$ cat src/hdl/scts_pkg.sv
// Package for the sine/cosine series block: widths, datapath op codes, jump conditions
// and the microprogram read-only table.
// No dependencies; imported by every module of the block.
package scts_pkg;

   // Fixed number formats.
   localparam int FRAC_BITS = 28;
   localparam int ANGLE_W   = 31;
   localparam int VALUE_W   = 30;
   localparam int THR_W     = 10;
   // Term magnitude stays below 11.0 for any angle in the 31-bit range.
   localparam int MAG_W     = 32;
   // Partial sums stay below exp(4.0) in magnitude.
   localparam int ACC_W     = 36;
   localparam int PROD_W    = MAG_W + ANGLE_W;
   // Quotient and dividend width for the nibble-serial divider.
   localparam int DVD_W     = 36;
   localparam int DIV_BITS  = 4;
   localparam int DIV_STEPS = DVD_W / DIV_BITS;
   localparam int DIV_CNT_W = $clog2(DIV_STEPS);

   // Configuration register map (word index from paddr[2]).
   localparam int  CSR_ADDR_W = 3;
   localparam logic REG_THR   = 1'b0;

   // Datapath operations.
   localparam logic [2:0] OP_NOP    = 3'd0;
   localparam logic [2:0] OP_LOAD   = 3'd1;
   localparam logic [2:0] OP_MUL    = 3'd2;
   localparam logic [2:0] OP_DIV1   = 3'd3;
   localparam logic [2:0] OP_DIV2   = 3'd4;
   localparam logic [2:0] OP_DSTEP  = 3'd5;
   localparam logic [2:0] OP_ACC    = 3'd6;
   localparam logic [2:0] OP_FINISH = 3'd7;

   // Jump conditions: jump to target when true, else fall through.
   localparam logic [2:0] C_NONE     = 3'd0;
   localparam logic [2:0] C_ALWAYS   = 3'd1;
   localparam logic [2:0] C_NO_REQ   = 3'd2;
   localparam logic [2:0] C_STOP     = 3'd3;
   localparam logic [2:0] C_DIV_MORE = 3'd4;
   localparam logic [2:0] C_RSP_BUSY = 3'd5;

   localparam int PC_W = 4;
   localparam logic [PC_W-1:0] PC_IDLE   = 4'd0;
   localparam logic [PC_W-1:0] PC_CHECK  = 4'd1;
   localparam logic [PC_W-1:0] PC_MUL1   = 4'd2;
   localparam logic [PC_W-1:0] PC_INIT1  = 4'd3;
   localparam logic [PC_W-1:0] PC_DIV1   = 4'd4;
   localparam logic [PC_W-1:0] PC_MUL2   = 4'd5;
   localparam logic [PC_W-1:0] PC_INIT2  = 4'd6;
   localparam logic [PC_W-1:0] PC_DIV2   = 4'd7;
   localparam logic [PC_W-1:0] PC_ACC    = 4'd8;
   localparam logic [PC_W-1:0] PC_FINISH = 4'd9;
   localparam logic [PC_W-1:0] PC_RETURN = 4'd10;

   typedef struct packed {
      logic [2:0]      op;
      logic [2:0]      cond;
      logic [PC_W-1:0] target;
   } uword_type;

   // Status flags the sequencer tests for its jumps.
   typedef struct packed {
      logic req_valid;
      logic rsp_busy;
      logic stop;
      logic div_more;
   } stat_type;

   // Microprogram: one control word per step.
   function automatic uword_type rom_word(input logic [PC_W-1:0] pc);
      uword_type w;
      case (pc)
         PC_IDLE:   w = '{OP_LOAD,   C_NO_REQ,   PC_IDLE};
         PC_CHECK:  w = '{OP_NOP,    C_STOP,     PC_FINISH};
         PC_MUL1:   w = '{OP_MUL,    C_NONE,     PC_IDLE};
         PC_INIT1:  w = '{OP_DIV1,   C_NONE,     PC_IDLE};
         PC_DIV1:   w = '{OP_DSTEP,  C_DIV_MORE, PC_DIV1};
         PC_MUL2:   w = '{OP_MUL,    C_NONE,     PC_IDLE};
         PC_INIT2:  w = '{OP_DIV2,   C_NONE,     PC_IDLE};
         PC_DIV2:   w = '{OP_DSTEP,  C_DIV_MORE, PC_DIV2};
         PC_ACC:    w = '{OP_ACC,    C_ALWAYS,   PC_CHECK};
         PC_FINISH: w = '{OP_FINISH, C_RSP_BUSY, PC_FINISH};
         PC_RETURN: w = '{OP_NOP,    C_ALWAYS,   PC_IDLE};
         default:   w = '{OP_NOP,    C_ALWAYS,   PC_IDLE};
      endcase
      return w;
   endfunction

endpackage

$ cat src/hdl/sine_cosine_taylor_series.sv
// Sine or cosine of a Q3.28 angle by the alternating Maclaurin series. Each item is
// worked by a microcoded sequencer on one multiplier and one divider that yields four
// quotient bits per cycle. An item runs 0 to MAX_TERMS-1 series steps, ending early once
// a term is at or below the threshold register: each step costs two multiplies and two
// nibble-serial divisions. A new transfer is taken once the previous result sits in the
// output register. Depends on scts_pkg, scts_seq, scts_dp and scts_div.
module sine_cosine_taylor_series #(
   parameter int MAX_TERMS = 16
) (
   input  logic                            clock,
   input  logic                            reset,
   // Input channel.
   input  logic                            req_tvalid,
   output logic                            req_tready,
   input  logic [31:0]                     req_tdata,   // [30:0] angle
   input  logic                            req_tuser,   // [0] opcode
   // Result channel.
   output logic                            rsp_tvalid,
   input  logic                            rsp_tready,
   output logic [31:0]                     rsp_tdata,   // [29:0] value
   // Configuration port.
   input  logic                            csr_psel,
   input  logic                            csr_penable,
   input  logic                            csr_pwrite,
   input  logic [scts_pkg::CSR_ADDR_W-1:0] csr_paddr,
   input  logic [31:0]                     csr_pwdata,
   output logic [31:0]                     csr_prdata,
   output logic                            csr_pready
);
   import scts_pkg::*;

   logic [THR_W-1:0]   thr_ff;
   logic               rsp_valid_ff, rsp_valid_in;
   logic [VALUE_W-1:0] rsp_value_ff;
   logic [VALUE_W-1:0] value;
   uword_type          uword;
   stat_type           stat;
   logic               accept;
   logic               rsp_load;
   logic               rsp_busy;
   logic               stop;
   logic               div_more;

   // Configuration register.
   assign csr_pready = 1'b1;
   assign csr_prdata = (csr_paddr[2] == REG_THR) ? {{(32 - THR_W){1'b0}}, thr_ff} : '0;

   always_ff @(posedge clock) begin
      if (reset) begin
         thr_ff <= '0;
      end else if (csr_psel && csr_penable && csr_pwrite && csr_pready
                   && csr_paddr[2] == REG_THR) begin
         thr_ff <= csr_pwdata[THR_W-1:0];
      end
   end

   // Handshake decode.
   assign req_tready = (uword.op == OP_LOAD);
   assign accept     = req_tvalid && req_tready;
   assign rsp_busy   = rsp_valid_ff && !rsp_tready;
   assign rsp_load   = (uword.op == OP_FINISH) && !rsp_busy;

   assign stat = '{req_valid: req_tvalid, rsp_busy: rsp_busy, stop: stop,
                   div_more: div_more};

   scts_seq u_seq (
      .clock (clock),
      .reset (reset),
      .stat  (stat),
      .uword (uword)
   );

   scts_dp #(
      .MAX_TERMS (MAX_TERMS)
   ) u_dp (
      .clock     (clock),
      .reset     (reset),
      .uword     (uword),
      .load      (accept),
      .opcode    (req_tuser),
      .angle     (req_tdata[ANGLE_W-1:0]),
      .threshold (thr_ff),
      .stop      (stop),
      .div_more  (div_more),
      .value     (value)
   );

   // Output register.
   always_comb begin
      rsp_valid_in = rsp_valid_ff;
      if (rsp_load) begin
         rsp_valid_in = 1'b1;
      end else if (rsp_tready) begin
         rsp_valid_in = 1'b0;
      end
   end

   always_ff @(posedge clock) begin
      if (reset) begin
         rsp_valid_ff <= 1'b0;
      end else begin
         rsp_valid_ff <= rsp_valid_in;
      end
   end

   always_ff @(posedge clock) begin
      if (rsp_load) begin
         rsp_value_ff <= value;
      end
   end

   assign rsp_tvalid = rsp_valid_ff;
   assign rsp_tdata  = {{(32 - VALUE_W){1'b0}}, rsp_value_ff};

`ifndef ASSERT_OFF
   // The sequencer leaves the idle word right after taking an item.
   a_busy_after_accept: assert property (@(posedge clock) disable iff (reset)
      accept |=> !req_tready)
      else $error("input still ready after a transfer");

   // A result is never loaded in the cycle that a new item is taken.
   a_no_load_on_accept: assert property (@(posedge clock) disable iff (reset)
      !(accept && rsp_load))
      else $error("result load collides with an input transfer");

   // A held result lies within plus or minus one.
   a_clamped: assert property (@(posedge clock) disable iff (reset)
      rsp_valid_ff |-> ($signed(rsp_value_ff) <= $signed(VALUE_W'(1 << FRAC_BITS))
                        && $signed(rsp_value_ff) >= -$signed(VALUE_W'(1 << FRAC_BITS))))
      else $error("result outside plus or minus one");
`endif

endmodule

$ cat src/hdl/scts_seq.sv
// Microcode sequencer: program counter, read-only control table and jump logic.
// Depends on scts_pkg.
module scts_seq (
   input  logic                clock,
   input  logic                reset,
   input  scts_pkg::stat_type  stat,
   output scts_pkg::uword_type uword
);
   import scts_pkg::*;

   logic [PC_W-1:0] pc_ff, pc_in;
   logic            take;

   assign uword = rom_word(pc_ff);

   // Evaluate the jump condition of the current word.
   always_comb begin
      case (uword.cond)
         C_NONE:     take = 1'b0;
         C_ALWAYS:   take = 1'b1;
         C_NO_REQ:   take = !stat.req_valid;
         C_STOP:     take = stat.stop;
         C_DIV_MORE: take = stat.div_more;
         C_RSP_BUSY: take = stat.rsp_busy;
         default:    take = 1'b1;
      endcase
      pc_in = take ? uword.target : pc_ff + 1'b1;
   end

   always_ff @(posedge clock) begin
      if (reset) begin
         pc_ff <= PC_IDLE;
      end else begin
         pc_ff <= pc_in;
      end
   end

endmodule

$ cat src/hdl/scts_div.sv
// Unsigned iterative divider, four quotient bits per step, restoring form.
// Depends on scts_pkg; instantiated by scts_dp.
module scts_div #(
   parameter int DW = 6
) (
   input  logic                       clock,
   input  logic                       reset,
   input  logic                       start,
   input  logic                       step,
   input  logic [scts_pkg::DVD_W-1:0] dividend,
   input  logic [DW-1:0]              divisor,
   output logic [scts_pkg::DVD_W-1:0] quot_next,
   output logic                       last
);
   import scts_pkg::*;

   logic [DVD_W-1:0]     dvd_ff, dvd_in;
   logic [DW-1:0]        rem_ff, rem_in;
   logic [DW-1:0]        den_ff;
   logic [DIV_CNT_W-1:0] cnt_ff;
   logic [DW:0]          trial;
   logic [DW-1:0]        r;
   logic [DVD_W-1:0]     q;

   // Four shift-and-subtract steps; quotient bits enter the low end of the dividend.
   always_comb begin
      r = rem_ff;
      q = dvd_ff;
      trial = '0;
      for (int i = 0; i < DIV_BITS; i++) begin
         trial = {r, q[DVD_W-1]};
         q = {q[DVD_W-2:0], 1'b0};
         if (trial >= {1'b0, den_ff}) begin
            trial = trial - {1'b0, den_ff};
            q[0] = 1'b1;
         end
         r = trial[DW-1:0];
      end
      dvd_in = q;
      rem_in = r;
   end

   assign quot_next = dvd_in;
   assign last      = (cnt_ff == DIV_CNT_W'(DIV_STEPS - 1));

   always_ff @(posedge clock) begin
      if (start) begin
         dvd_ff <= dividend;
         rem_ff <= '0;
         den_ff <= divisor;
      end else if (step) begin
         dvd_ff <= dvd_in;
         rem_ff <= rem_in;
      end
   end

   // Step counter.
   always_ff @(posedge clock) begin
      if (reset) begin
         cnt_ff <= '0;
      end else if (start) begin
         cnt_ff <= '0;
      end else if (step) begin
         cnt_ff <= cnt_ff + 1'b1;
      end
   end

endmodule

$ cat src/hdl/scts_dp.sv
// Datapath: term magnitude, shared multiplier, divider, accumulator and output clamp.
// Depends on scts_pkg and scts_div.
module scts_dp #(
   parameter int MAX_TERMS = 16
) (
   input  logic                         clock,
   input  logic                         reset,
   input  scts_pkg::uword_type          uword,
   input  logic                         load,
   input  logic                         opcode,
   input  logic [scts_pkg::ANGLE_W-1:0] angle,
   input  logic [scts_pkg::THR_W-1:0]   threshold,
   output logic                         stop,
   output logic                         div_more,
   output logic [scts_pkg::VALUE_W-1:0] value
);
   import scts_pkg::*;

   localparam int NW = $clog2(MAX_TERMS + 1);
   localparam int DW = NW + 1;
   localparam logic signed [ACC_W-1:0] ONE = ACC_W'(1) <<< FRAC_BITS;

   logic                    cos_ff, cos_in;
   logic                    xneg_ff, xneg_in;
   logic [ANGLE_W-1:0]      ax_ff, ax_in;
   logic [MAG_W-1:0]        m_ff, m_in;
   logic signed [ACC_W-1:0] total_ff, total_in;
   logic [PROD_W-1:0]       prod_ff, prod_in;
   logic [NW-1:0]           n_ff, n_in;
   logic [ANGLE_W-1:0]      mag;
   logic                    neg;
   logic [DW-1:0]           d1;
   logic [DW-1:0]           divisor;
   logic                    div_start;
   logic                    div_step;
   logic [DVD_W-1:0]        quot_next;
   logic                    div_last;

   assign mag = angle[ANGLE_W-1] ? (~angle + 1'b1) : angle;
   assign neg = n_ff[0] ^ (!cos_ff && xneg_ff);
   assign d1  = {n_ff, 1'b0};

   // Second divisor is 2n-1 for cosine and 2n+1 for sine.
   always_comb begin
      if (uword.op == OP_DIV1) begin
         divisor = d1;
      end else if (cos_ff) begin
         divisor = d1 - 1'b1;
      end else begin
         divisor = d1 + 1'b1;
      end
   end

   assign div_start = (uword.op == OP_DIV1) || (uword.op == OP_DIV2);
   assign div_step  = (uword.op == OP_DSTEP);

   scts_div #(
      .DW (DW)
   ) u_div (
      .clock     (clock),
      .reset     (reset),
      .start     (div_start),
      .step      (div_step),
      .dividend  ({1'b0, prod_ff[PROD_W-1:FRAC_BITS]}),
      .divisor   (divisor),
      .quot_next (quot_next),
      .last      (div_last)
   );

   // Register updates by datapath operation.
   always_comb begin
      cos_in   = cos_ff;
      xneg_in  = xneg_ff;
      ax_in    = ax_ff;
      m_in     = m_ff;
      total_in = total_ff;
      prod_in  = prod_ff;
      n_in     = n_ff;
      case (uword.op)
         OP_LOAD: begin
            if (load) begin
               cos_in  = opcode;
               xneg_in = angle[ANGLE_W-1];
               ax_in   = mag;
               n_in    = NW'(1);
               if (opcode) begin
                  m_in     = MAG_W'(ONE);
                  total_in = ONE;
               end else begin
                  m_in = MAG_W'(mag);
                  total_in = angle[ANGLE_W-1] ? -$signed(ACC_W'(mag)) : $signed(ACC_W'(mag));
               end
            end
         end
         OP_MUL: begin
            prod_in = PROD_W'(m_ff) * PROD_W'(ax_ff);
         end
         OP_DSTEP: begin
            if (div_last) begin
               m_in = quot_next[MAG_W-1:0];
            end
         end
         OP_ACC: begin
            total_in = neg ? total_ff - $signed(ACC_W'(m_ff))
                           : total_ff + $signed(ACC_W'(m_ff));
            n_in = n_ff + 1'b1;
         end
         default: begin
         end
      endcase
   end

   always_ff @(posedge clock) begin
      cos_ff   <= cos_in;
      xneg_ff  <= xneg_in;
      ax_ff    <= ax_in;
      m_ff     <= m_in;
      total_ff <= total_in;
      prod_ff  <= prod_in;
      n_ff     <= n_in;
   end

   // Status for the sequencer.
   assign stop     = (m_ff <= MAG_W'(threshold)) || (n_ff == NW'(MAX_TERMS));
   assign div_more = !div_last;

   // Clamp the sum to plus or minus one.
   always_comb begin
      if (total_ff > ONE) begin
         value = VALUE_W'(ONE);
      end else if (total_ff < -ONE) begin
         value = VALUE_W'(-ONE);
      end else begin
         value = total_ff[VALUE_W-1:0];
      end
   end

endmodule
$ cat config.mk
export PLATFORM = sky130hd
export DESIGN_NAME = sine_cosine_taylor_series
export DESIGN_NICKNAME = d
export VERILOG_FILES = /design/src/hdl/scts_pkg.sv /design/src/hdl/sine_cosine_taylor_series.sv /design/src/hdl/scts_seq.sv /design/src/hdl/scts_div.sv /design/src/hdl/scts_dp.sv
export SDC_FILE = /design/constraint.sdc
export NUM_CORES = 2
export LEC_CHECK = 0
export ABC_CLOCK_PERIOD_IN_PS = 8300
export BUFFER_PORTS_ARGS = -buffer_cell sky130_fd_sc_hd__buf_2
export CAP_MARGIN = 10
export CORE_ASPECT_RATIO = 1.4
export CORE_MARGIN = 5
export CORE_UTILIZATION = 50
export DETAILED_ROUTE_END_ITERATION = 10
export GPL_TIMING_DRIVEN = 0
export HOLD_SLACK_MARGIN = 0.12
export PLACE_DENSITY = 0.67
export REMOVE_ABC_BUFFERS = 1
export SLEW_MARGIN = 30
export SYNTH_ARGS = -nofsm -noshare
export SYNTH_HDL_FRONTEND = slang
export SYNTH_SLANG_ARGS = --single-unit
export TNS_END_PERCENT = 5
$ cat constraint.sdc
create_clock -name clock -period 8.3 [get_ports clock]
set_input_delay 1.245 -clock clock [delete_from_list [all_inputs] [get_ports clock]]
set_output_delay 1.245 -clock clock [all_outputs]
set_load 0.01 [all_outputs]
==> After elaboration in Yosys (flattened, before gate mapping) <==
Memory sizes are Yosys's and may differ from the RTL's. A register that Yosys moved wholly into a read port is not among the register bits.
Cells that the tools add are included.
{ "totals": {"memories": 1, "reg_bits": 266, "rom_bits": 160} }
{ "classes": {"n_reduce_logical": 24, "order_cmp": 7, "addsub": 13, "n_mul": 1, "bitwise_logic": 3, "mux": 31, "n_eq_ne": 15} }
{ "mem_list": {"columns": ["name", "words", "word_bits", "read_ports", "rd_ports_with_merged_regs", "wr", "line", "source"], "rows": [
  ["(name not given)", 16, 10, 1, 1, 0, "scts_pkg.sv:74", "case (pc)"]
]} }
{ "op_table": {"columns": ["op", "count"], "rows": [
  ["36-bit two-way mux", 4],
  ["36-bit one-hot mux with 2 select lines", 1],
  ["35-bit two-way mux", 2],
  ["32-bit two-way mux", 2],
  ["32-bit one-hot mux with 2 select lines", 1],
  ["32-bit by 31-bit multiplier with 63-bit output", 1],
  ["31-bit two-way mux", 2],
  ["36-bit by 33-bit adder with 36-bit output", 1],
  ["36-bit by 30-bit greater-than comparator with 1-bit output (second input constant)", 1],
  ["36-bit by 29-bit < comparator with 1-bit output (second input constant)", 1],
  ["6-bit two-way mux", 6],
  ["31-bit negation with 36-bit output", 1],
  ["36-bit by 33-bit subtractor with 36-bit output", 1],
  ["32-bit by 10-bit less-or-equal comparator with 1-bit output", 1],
  ["31-bit by 1-bit adder with 31-bit output (second input constant)", 1],
  ["31-bit inverter", 1],
  ["30-bit two-way mux", 1],
  ["7-bit by 6-bit >= comparator with 1-bit output", 4],
  ["6-bit subtractor", 4],
  ["3-bit equality test (second input constant)", 6],
  ["3-bit by 2-bit equality test with 1-bit output (second input constant)", 4],
  ["10-bit two-way mux", 1],
  ["5-bit one-hot mux with 2 select lines", 1],
  ["4-bit by 1-bit adder with 4-bit output (second input constant)", 2],
  ["22 further kinds", 44]
]} }

==> Logic depth before layout (Yosys ltp) <==
{ "depth": {"word_depth": 10, "ltp_mapped": 37, "ltp_nobuf": 37} }

==> Modules after synthesis <==
From an unflattened synthesis, not the netlist that was laid out.
{ "unflattened": {"hier_cells": 4943, "hier_area_um2": 47156.5} }
{ "by_module_without_submodules": {"columns": ["module", "cells_each", "area_each_um2", "n_inst", "seq_area_each_um2"], "rows": [
  ["scts_dp", 4409, 41055.6, 1, 4234.1],
  ["scts_div", 346, 3744.8, 1, 1461.4],
  ["sine_cosine_taylor_series", 120, 1674.1, 1, 1121.1],
  ["scts_seq", 68, 681.9, 1, 280.3]
]} }

==> Worst setup path after synthesis <==
OpenSTA, ideal clock, no wires.
{ "synth_path": {"path_type": "reg-to-reg", "start": "register u_dp.m_ff[24]", "end": "register u_dp.prod_ff[62] (data pin)", "arrival_time_ns": 7.404, "synth_period_minus_slack_ns": 7.664, "stages_incl_launch_ff": 26, "setup_ns": 0.260, "path_slack_ns": 0.636, "cell_sequence": "edfxtp_1 -> clkbuf_1 -> clkbuf_1 -> nand2_1 -> fa_1 -> fa_1 -> fa_1 -> fa_1 -> inv_1 -> fa_1 -> fa_1 -> fa_1 -> inv_1 -> fa_1 -> inv_1 -> ha_1 -> a2111oi_0 -> o21ai_0 -> a221oi_1 -> nor2_1 -> a31o_2 -> a31oi_1 -> o221ai_1 -> or4_1 -> a31oi_1 -> xnor2_1"} }
{ "synth_via": {"elab_chain_cells": 1} }
{ "synth_lines": {"columns": ["item", "line", "source"], "rows": [
  ["from (decl)", "scts_dp.sv:26", "logic [MAG_W-1:0] m_ff, m_in;"],
  ["from (signal assigned)", "scts_dp.sv:117", "m_ff <= m_in;"],
  ["32-bit by 31-bit multiplier with 63-bit output", "scts_dp.sv:96", "prod_in = PROD_W'(m_ff) * PROD_W'(ax_ff);"],
  ["to (signal assigned)", "scts_dp.sv:119", "prod_ff <= prod_in;"],
  ["to (decl)", "scts_dp.sv:28", "logic [PROD_W-1:0] prod_ff, prod_in;"]
]} }
Every way passes these cells.
A chain may end at the register's enable or synchronous reset.

==> Worst setup path after layout <==
{ "layout_path": {"start": "register u_dp.ax_ff[20]", "end": "register u_dp.prod_ff[62] (data pin)"} }
{ "layout_via": {"elab_chain_cells": 1} }
{ "layout_lines": {"columns": ["item", "line", "source"], "rows": [
  ["from (decl)", "scts_dp.sv:25", "logic [ANGLE_W-1:0] ax_ff, ax_in;"],
  ["from (signal assigned)", "scts_dp.sv:116", "ax_ff <= ax_in;"],
  ["32-bit by 31-bit multiplier with 63-bit output", "scts_dp.sv:96", null]
]} }
Every way passes these cells.

==> run_results.csv <==
group,metric,value,unit
synthesis,synthArstFlopShare,0,
timing,slew-limit-headroom,0.348,
final_layout,syn2layout_area_growth,10.5,%
cts,cts_hold_fix_bufs,0,
placement,detailed_place.area,49000,um^2
floorplanning,fp.dieArea,98500,um^2
routing,routed-via-count,34500,
grt,first_global_vias,37100,
placement,numPortBuffers,91,
timing,maxClockFrequency,120,MHz
synthesis,synth_flop_type,"edfxtp_1",
cts,clockRootBuffer,"clkbuf_16",
final_layout,final_cell_count_no_fill,6231,
floorplanning,ios,142,
routing,drt-initial-drc-count,2016,
synthesis,synth.yosys.seq_area_share,0.154,
critical_path,critical_path_peak_fanout,7,
floorplanning,rows,131,
run_status,violated_checks,"setup timing",
timing,finalWorstPathRequiredPeriod,8.31,ns
floorplanning,start_util,0.505,
synthesis,synth.ff_latch_count,248,
routing,drt-wirelength-per-cell,20.4,um
timing,worst_hold_slack,0.457,ns
critical_path,critical_path.endpoint_type,"flip-flop",
critical_path,crit_path_start_kind,"flip-flop",
grt,grt_overflow_total,0,
timing,post-route-period-util,1.00,
placement,place_worst_setup_slack,-0.767,ns
timing,layout_setup_ws,-0.00832,ns
floorplanning,dieHeight,369,um
synthesis,yosysUniqueCellTypes,74,
cts,cts-htree-levels,1,
final_layout,fraction_of_layout_instances_using_a_drive_strength_above_1,0.0896,
synthesis,synth_top_cell_area_share,0.378,
cts,clock_sinks,248,
critical_path,arrival_time_at_the_worst_endpoint,8.60,ns
run_status,outcome,"complete, but fails checks",
synthesis,post_synth.cell_area_avg,9.37,um^2
timing,final_hold_viol_count,0,
final_layout,final_instance_area,51000,um^2
flow_run,cap_violations,0,
placement,placed_cells,6087,
timing,timing_max_transition_violations_final,0,
cts,cts_made_buffers,26,
final_layout,fillerInstances,7924,
grt,grt_usage,0.257,
synthesis,leading_cell_types_by_total_area_after_synthesis,"fa_1 (38%), edfxtp_1 (14%), ha_1 (9.0%)",
synthesis,number_of_flops_mapped_to_enable_cells_by_yosys,212,
routing,wl,127000,um
timing,setup_viol,1,
grt,wire_length_of_the_first_global_routing_pass,200000,um
synthesis,syn-instance-count,4919,
timing,tightestPinTransition,0.978,ns
routing,avgViaCountPerCell,5.54,
timing,rsz0062_at_grt,"true",
hold_path,whs_path_depth,2,
final_layout,finalNetCount,6278,
placement,gp_congestion,0.913,
cts,ctsLongestPathBuffers,3,
hold_path,hold_path_class,"reg -> reg",
routing,drc_errors,0,
synthesis,post_synth_instance_area,46100,um^2
grt,pin_count_of_the_biggest_net_entering_global_routing,60,
grt,antenna_found_initial,23,
synthesis,synth.largest_area_cell,"fa_1",
timing,fin_worst_skew,0.0279,ns
critical_path,worst-r2r-cell-count,25,
cts,clkLatencyLatePin,0.56,ns
cts,tritoncts_clock_tree,"done",
synthesis,yosys_warnings,0,
placement,placed_wire_length_estimate_after_detailed_placement,105000,um
routing,first_pass_detailed_route_iteration_total,6,
critical_path,timing.critical_path.required,8.60,ns
routing,drtAntennaViolNets,0,
cts,clk_transition_reported_paths,0.07,ns
floorplanning,core_region_area,91300,um^2
critical_path,critical_path_class,"reg -> reg",
floorplanning,fp.dieW,267,um
cells by family after synthesis:
family | after synthesis | synth area share
compound gates | 465 | 0.0651
xor+xnor | 181 | 0.0344
fa+ha+maj | 1201 | 0.468
buf+inv | 1225 | 0.102
flops | 248 | 0.154
mux | 23 | 0.00518
other cells | 2 | 0.000163
simple gates | 1574 | 0.172
cell type report:
cell class | count | area (um^2) | area share
diodes | 12 | 30.0 | 0.000589
repair buffers | 318 | 3210 | 0.0629
flip-flops and latches | 248 | 7090 | 0.139
clock inverters | 14 | 140 | 0.00275
well taps | 1197 | 1500 | 0.0294
inverters | 939 | 3530 | 0.0692
clock buffers | 34 | 764 | 0.0150
multi-input cells | 3469 | 34700 | 0.681
critical path, stage by stage (launching register included):
cell and delay (ns):
edfxtp_1 0.58, buf_12 0.24, and2_4 0.16, fa_1 0.54, inv_2 0.05, fa_1 0.55
inv_2 0.05, fa_1 0.49, fa_1 0.45, fa_1 0.53, fa_1 0.54, fa_1 0.58
inv_2 0.05, fa_1 0.49, inv_2 0.05, ha_4 0.26, a211o_1 0.29, a211oi_4 0.33
nand3_2 0.12, buf_6 0.16, a31o_4 0.26, a31oi_4 0.29, o221ai_4 0.16, or4_4 0.55
a31oi_4 0.17, xnor2_2 0.10
registers in the layout, indices dropped and copies added (netlist names):
signal,count
u_dp.cos_ff,1
u_dp.m_ff,32
u_dp.total_ff,36
u_dp.n_ff,5
rsp_value_ff,30
thr_ff,10
u_seq.pc_ff,4
rsp_tvalid,1
u_dp.u_div.dvd_ff,36
u_dp.u_div.cnt_ff,4
u_dp.prod_ff,35
u_seq.uword,10
u_dp.u_div.rem_ff,6
u_dp.u_div.den_ff,6
u_dp.xneg_ff,1
u_dp.ax_ff,31
synthesized netlist by cell type, drive strengths merged, types with 10 or more instances:
master,number
o21ai,104
a22o,12
mux2i,16
xnor2,104
a21oi,116
nor4,19
edfxtp,212
nor3,36
inv,938
nor2,102
a21o,53
dfxtp,36
clkbuf,254
or3,21
a31oi,18
nand2,655
xor2,77
and3,14
a211oi,11
o22ai,22
o21a,26
and2,572
fa,870
buf,32
nand3,40
o31ai,22
o41ai,12
nand4,18
nand2b,15
ha,331
nor2b,47
o21bai,10
per-stage QoR:
step | util | setup TNS [ns]
finish | 0.558 | -0.00832
global route | 0.558 | -0.485
CTS | 0.550 | -0.108
detailed placement | 0.536 | -9.79
global placement | 0.514 | -28.53
floorplan | - | 0
routing by layer:
layer  up-vias  wire length, um  part of all wire  track usage
li1      15200                -                 -            -
met1     17700            44100              0.35        0.294
met2      1182            67900              0.53        0.474
met3       394             7540             0.059       0.0315
met4         8             7360             0.058        0.126
met5         -               55           0.00043            0
timing repair:
| action | in CTS | in global routing |
|---|---|---|
| pin swaps | 2 | 33 |
| gates cloned | 0 | 4 |
| resized for setup | 19 | 62 |
| setup buffers | 34 | 48 |
| setup endpoints to repair | 30 | 18 |
worst paths after layout:
kind                        from               end  slack (ns)
setup reg to reg  u_dp.ax_ff[20]  u_dp.prod_ff[62]      -0.008
hold / removal         thr_ff[8]         thr_ff[8]        0.46
hold reg to reg        thr_ff[8]         thr_ff[8]        0.46
setup / recovery  u_dp.ax_ff[20]  u_dp.prod_ff[62]      -0.008
cell usage in the layout, fill, tap and decap left out, types with 22 or more instances in the layout:
cell       Yosys  layout
buf_2          1      93
xor2_1        77      77
o21ai_0      104      96
ha_1         331     326
inv_1        938     930
buf_8          0      60
o31ai_1       22      22
fa_1         870     862
nor2_1       102      98
nand3_1       40      39
conb_1         2      25
a21oi_1      116     112
buf_4         25      78
nand2_1      655     654
clkbuf_16      0      33
xnor2_1      104     101
a21o_1        53      53
nor2b_1       47      47
and2_1       572     569
o21a_1        26      25
edfxtp_1     212     212
o22ai_1       22      22
buf_6          2      64
nor3_1        36      34
dfxtp_1       36      36
Power is left out: the tool's default activity adds up to more than one toggle a clock period on the data nets, which glitch-free logic cannot reach.
